**config.mk**
```make
export PLATFORM = sky130hd
export DESIGN_NAME = slmr_row_shifter
export DESIGN_NICKNAME = d
export VERILOG_FILES = /design/src/hdl/scrolling_led_matrix_row_composer_defines.svh /design/src/hdl/slmr_pkg.sv /design/src/hdl/slmr_row_shifter.sv
export SDC_FILE = /design/constraint.sdc
export NUM_CORES = 1
export LEC_CHECK = 0
export BUFFER_PORTS_ARGS = -buffer_cell sky130_fd_sc_hd__buf_4
export CAP_MARGIN = 20
export CORE_MARGIN = 1.5
export CORE_UTILIZATION = 56
export CTS_BUF_LIST = sky130_fd_sc_hd__clkbuf_8
export DETAILED_ROUTE_END_ITERATION = 8
export PLACE_DENSITY = 0.95
export SLEW_MARGIN = 20
export SYNTH_ARGS = -nofsm -noshare
export SYNTH_HDL_FRONTEND = slang
export SYNTH_SLANG_ARGS = --single-unit
```
**constraint.sdc**
```tcl
create_clock -name clock -period 5.4 [get_ports clock]
set_input_delay 0.27 -clock clock [delete_from_list [all_inputs] [get_ports clock]]
set_output_delay 0.27 -clock clock [all_outputs]
set_load 0.01 [all_outputs]
```
**src/hdl/scrolling_led_matrix_row_composer_defines.svh**
```systemverilog
// Assertion macros for the row composer, which checks itself.
`ifndef SCROLLING_LED_MATRIX_ROW_COMPOSER_DEFINES_SVH
`define SCROLLING_LED_MATRIX_ROW_COMPOSER_DEFINES_SVH

// Checked at every rising clock edge outside reset.
`define SLMR_ASSERT(lbl, prop, msg) \
   lbl: assert property (@(posedge clock) disable iff (reset) prop) else $error(msg);

// Checked at every rising clock edge, reset included.
`define SLMR_ASSERT_ALWAYS(lbl, prop, msg) \
   lbl: assert property (@(posedge clock) prop) else $error(msg);

`endif

```
**src/hdl/slmr_pkg.sv**
```systemverilog
package slmr_pkg;

   // Glyph store geometry.
   localparam int GLYPH_SLOTS = 32;
   localparam int GLYPH_BYTES = 32;
   localparam int SLOT_W      = $clog2(GLYPH_SLOTS);
   localparam int COUNT_W     = SLOT_W + 1;
   localparam int POS_W       = $clog2(GLYPH_BYTES);
   localparam int ADDR_W      = SLOT_W + POS_W;
   localparam int STORE_DEPTH = GLYPH_SLOTS * GLYPH_BYTES;

   // Field widths.
   localparam int BYTE_W   = 8;
   localparam int ROW_W    = 4;
   localparam int PIX_W    = 64;
   localparam int PERIOD_W = 16;
   localparam int OFFS_W   = 4;
   localparam int FINE_W   = 3;

   localparam logic [PERIOD_W-1:0] PERIOD_RESET = PERIOD_W'(30);
   localparam logic [BYTE_W-1:0]   START_FIRST  = 8'h55;
   localparam logic [BYTE_W-1:0]   START_SECOND = 8'hAA;

   // One row needs nine consecutive bytes out of the ten of five glyphs.
   localparam int READ_BYTES = 9;
   localparam int RD_CNT_W   = 4;
   localparam logic [RD_CNT_W-1:0] RD_LAST = RD_CNT_W'(READ_BYTES - 1);

   // Beat kinds carried in the request tuser bit.
   localparam logic CMD_BYTE = 1'b0;
   localparam logic CMD_TICK = 1'b1;

   typedef struct packed {
      logic              en;
      logic [ADDR_W-1:0] addr;
      logic [BYTE_W-1:0] data;
   } wr_req_type;

   typedef struct packed {
      logic              valid;
      logic              first;
      logic              last;
      logic              live;
      logic [ADDR_W-1:0] addr;
   } rd_req_type;

   typedef struct packed {
      logic              valid;
      logic              first;
      logic              last;
      logic [BYTE_W-1:0] data;
   } rd_rsp_type;

   typedef enum logic [3:0] {
      ST_IDLE = 4'b0001,
      ST_READ = 4'b0010,
      ST_WAIT = 4'b0100,
      ST_OUT  = 4'b1000
   } state_type;

endpackage

```
**src/hdl/slmr_row_shifter.sv**
```systemverilog
module slmr_row_shifter import slmr_pkg::*; (
   input  logic              clock,
   input  logic              reset,
   input  rd_rsp_type        rsp,
   input  logic [FINE_W-1:0] fine_shift,
   output logic [PIX_W-1:0]  row_pixels,
   output logic              row_done
);

   logic [BYTE_W-1:0]   prev_ff;
   logic [PIX_W-1:0]    pix_ff;
   logic                done_ff;
   logic [2*BYTE_W-1:0] pair;
   logic [2*BYTE_W-1:0] pair_shifted;

   // Each output byte is a window of two neighbouring glyph bytes.
   always_comb begin
      pair         = {rsp.data, prev_ff};
      pair_shifted = pair >> fine_shift;
   end

   always_ff @(posedge clock) begin
      if (rsp.valid) begin
         prev_ff <= rsp.data;
         if (!rsp.first) begin
            pix_ff <= {pair_shifted[BYTE_W-1:0], pix_ff[PIX_W-1:BYTE_W]};
         end
      end
   end

   always_ff @(posedge clock) begin
      if (reset) begin
         done_ff <= 1'b0;
      end else begin
         done_ff <= rsp.valid && rsp.last;
      end
   end

   assign row_pixels = pix_ff;
   assign row_done   = done_ff;

endmodule

```
Word level (Yosys, flattened, before mapping)
Index checks and enable logic that the tools add are counted.
{"block": "word_totals", "ff_bits": 73, "inputBits": 16, "out_inout_bits": 65, "elab_cells": 7}
{"block": "classes", "bitwise": 1, "n_shift": 1, "n_reduce_logical": 2}
{"op": "16-bit by 3-bit right shift with 8-bit output", "count": 1}
{"op": "2-bit AND reduction", "count": 1}
{"op": "1-bit logical AND", "count": 1}
{"op": "1-bit inverter", "count": 1}

Logic depth before layout (Yosys ltp)
{"block": "logic_depth", "word_depth": 2, "ltp_mapped": 3, "ltp_nobuf": 2}

Worst setup path after synthesis
Ideal clock, no wire load.
{"block": "synth_path", "path_kind": "input to register", "startpoint": "input port rsp[9] (netlist name)", "endpoint": "register pix_ff[0], in the netlist row_pixels[0], enable pin", "setup_slack_ns": 1.773, "t_arrival_ns": 3.132, "stages": 1, "n_path_buf": 0, "required_ns": 4.905, "setup_ns": 0.495, "path_cell_list": "nor2b_1"}
{"block": "synth_via", "elab_chain_cells": 2}
{"item": "from (decl)", "line": "slmr_row_shifter.sv:4", "text": "input rd_rsp_type rsp,"}
{"item": "1-bit inverter (no line)"}
{"item": "2-bit AND reduction (no line)"}
{"item": "to (signal assigned)", "line": "slmr_row_shifter.sv:26", "text": "pix_ff <= {pair_shifted[BYTE_W-1:0], pix_ff[PIX_W-1:BYTE_W]};"}
{"item": "to (decl)", "line": "slmr_row_shifter.sv:11", "text": "logic [PIX_W-1:0] pix_ff;"}
No other way between the ends.
A chain may end at the register's enable or synchronous reset.

Worst setup path after layout
{"block": "layout_path", "startpoint": "register prev_ff[6]", "endpoint": "register pix_ff[62], in the netlist row_pixels[62], data pin"}
{"block": "layout_via", "elab_chain_cells": 1}
{"item": "from (decl)", "line": "slmr_row_shifter.sv:10", "text": "logic [BYTE_W-1:0] prev_ff;"}
{"item": "from (signal assigned)", "line": "slmr_row_shifter.sv:24", "text": "prev_ff <= rsp.data;"}
{"item": "16-bit by 3-bit right shift with 8-bit output", "line": "slmr_row_shifter.sv:19", "text": "pair_shifted = pair >> fine_shift;"}
{"item": "named net pair_shifted[6]", "line": "slmr_row_shifter.sv:14", "text": "logic [2*BYTE_W-1:0] pair_shifted;"}
The timed path passes the listed nets, and every way through them passes these cells.

==> metrics.txt <==
status=finished, final reports clean; Die X=70.3 um; CP endpoint kind=flip-flop; drt total wl=about 4400 um; cell area after layout=between 3000 and 4000 um^2; min cycle time layout=around 1.5 ns; via count=1296; synth warn=0; IO Count=81; Max clock buf depth=2; pwr dens=339 nW/um^2; CTS Sinks=73; Initial Utilization=58.3%; largest net degree at the start of global routing=65; Layout area overhead=33.1%; crit-path max cell delay=0.49 ns; crit share post-route=27.2%; required time of the critical path=5.48 ns; CTS Hold Bufs=0; type of the tightest min-delay check=input pin to flip-flop; Routed Antenna Nets=0; DR pass1 iterations=4; cell count after synthesis=97; #FFs+latches synth=73; final setup fails=0; wire length per cell=18.0 um; share of cells above drive strength 1=59.2%; CTS tree=built; Worst-Margin Slew=0.757 ns; overall die height=70.3 um; die area=~4900 um^2; Max FO, Critical Path=4; DP HPWL=between 3000 and 4000 um; Final Hold Fails=0; H-tree Lvls=3; # resized after CTS=0; Slew headroom=49.5%; Synth cell types=9; syn_area_per_cell=26.2 um^2; Tot GR Track Use=18.9%; Root Buffer=clkbuf_8; Post-DP Area=roughly 3200 um^2; Syn Nets=113; crit start category=flip-flop; worst-path cell chain=mux4_2, mux2_2; Max VDD drop=0.203 mV; Max-cap violations=0; Fmax achieved=681 MHz; WS Path Type=flip-flop to flip-flop; insertion delay to the later sink of the worst-skew pair=about 0.33 ns; share of the yosys chip area belonging to registers=86.0%; RSZ-0062 raised after global routing=false; Max Slew Vio Count=0; Post-Syn Area=~2500 um^2; cell family with most CP delay=multiplexers; Iteration-0 DRC Markers=148; antenna violations before repair=0; first-pass GRT wire length=6820 um; TritonCTS buffer count=9; fin nets=202; Buf/Inv on CP=0; LEAKAGE=1.27 nW; Sum Neg Setup Slack=0 ns; Reg clk slew, reported paths=roughly 0.07 ns; Worst Path Arrival=approximately 1.5 ns; clock skew=0.00681 ns; DRC=0; Worst path slowest cell=mux4_2; row count=24; post-CTS setup buffer count=0; ant diodes=0; PortBufs=80; via/cell ratio=5.33; GRT overflow=0; GP Congestion=0.771; core footprint=around 4400 um^2; vias in the first global route=between 1000 and 1500
## path summary, 6_finish.rpt
| check | start | endpoint | slack, ns | cells after the start |
|---|---|---|---|---|
| max reg2reg | prev_ff[6] | row_pixels[62] | 3.93 | 2 |
| max | prev_ff[6] | row_pixels[62] | 3.93 | 2 |
| min reg2reg | row_pixels[34] | row_pixels[26] | 0.44 | 0 |
| min | reset | row_done | 0.1 | 2 |
## where the power goes
group	internal (mW)	total, mW	switching (mW)
Combinational	0.0491	0.0885	0.0394
Clock	0.208	0.391	0.184
Sequential	0.652	0.666	0.0134
## registers in the layout, indices dropped and copies added (netlist names)
name        flops
prev_ff         8
row_done        1
row_pixels     64
## cell usage after synthesis
cell      number  area [um^2]
dfxtp_1        1         20.0
buf_1          1         3.75
mux4_2        10          225
buf_6          2         22.5
mux2_2         8         90.1
nand2_1        1         3.75
nor2_1         1         3.75
nor2b_1        1         6.26
edfxtp_1      72         2160
## cell type report
| class | instances | area [um^2] |
|---|---|---|
| clock buffer | 9 | 124 |
| clock inverter | 7 | 61.3 |
| fill | 214 | 977 |
| multi-input combinational | 21 | 337 |
| sequential | 73 | 2180 |
| tap | 52 | 65.1 |
| timing repair buffer | 81 | 608 |
## cell families (layout without fill, tap and decap cells)
family | Yosys count | in the layout | share of synthesized area, %
DFF | 73 | 73 | 86.0
buffers and inverters | 3 | 97 | 1.04
muxes | 18 | 18 | 12.4
and+or+nand+nor | 3 | 3 | 0.542
## per-layer routing
layer,up-vias,wire [um],part of all wire (%),global-route usage [%]
li1,587,-,-,-
met1,631,1640,38,23.0
met2,72,2250,52,31.0
met3,6,411,9.4,6.06
met4,0,66,1.5,8.33
met5,-,0,0,0
## cell usage in the layout, fill, tap and decap left out
cell / n
buf_4: 81
edfxtp_1: 72
mux4_2: 10
clkbuf_8: 9
mux2_2: 8
clkinv_1: 3
clkinvlp_4: 2
nor2b_4: 1
nand2_1: 1
nor2_1: 1
clkinv_2: 1
bufinv_16: 1
dfxtp_1: 1
## metrics by stage
step	hold slack (ns)	total power, mW	utilization (%)	instances	setup slack (ns)
4_1_cts	0.0847	1.16	77.6	243	3.93
3_3_place_gp	0.428	0.762	73.3	227	3.87
2_1_floorplan	0.342	0.721	-	97	1.77
5_1_grt	0.0772	1.19	77.6	243	3.87
6_report	0.0975	1.15	77.6	243	3.93
3_5_place_dp	0.434	0.767	73.3	227	3.81
No activity file was read; power rests on OpenSTA's default activity.
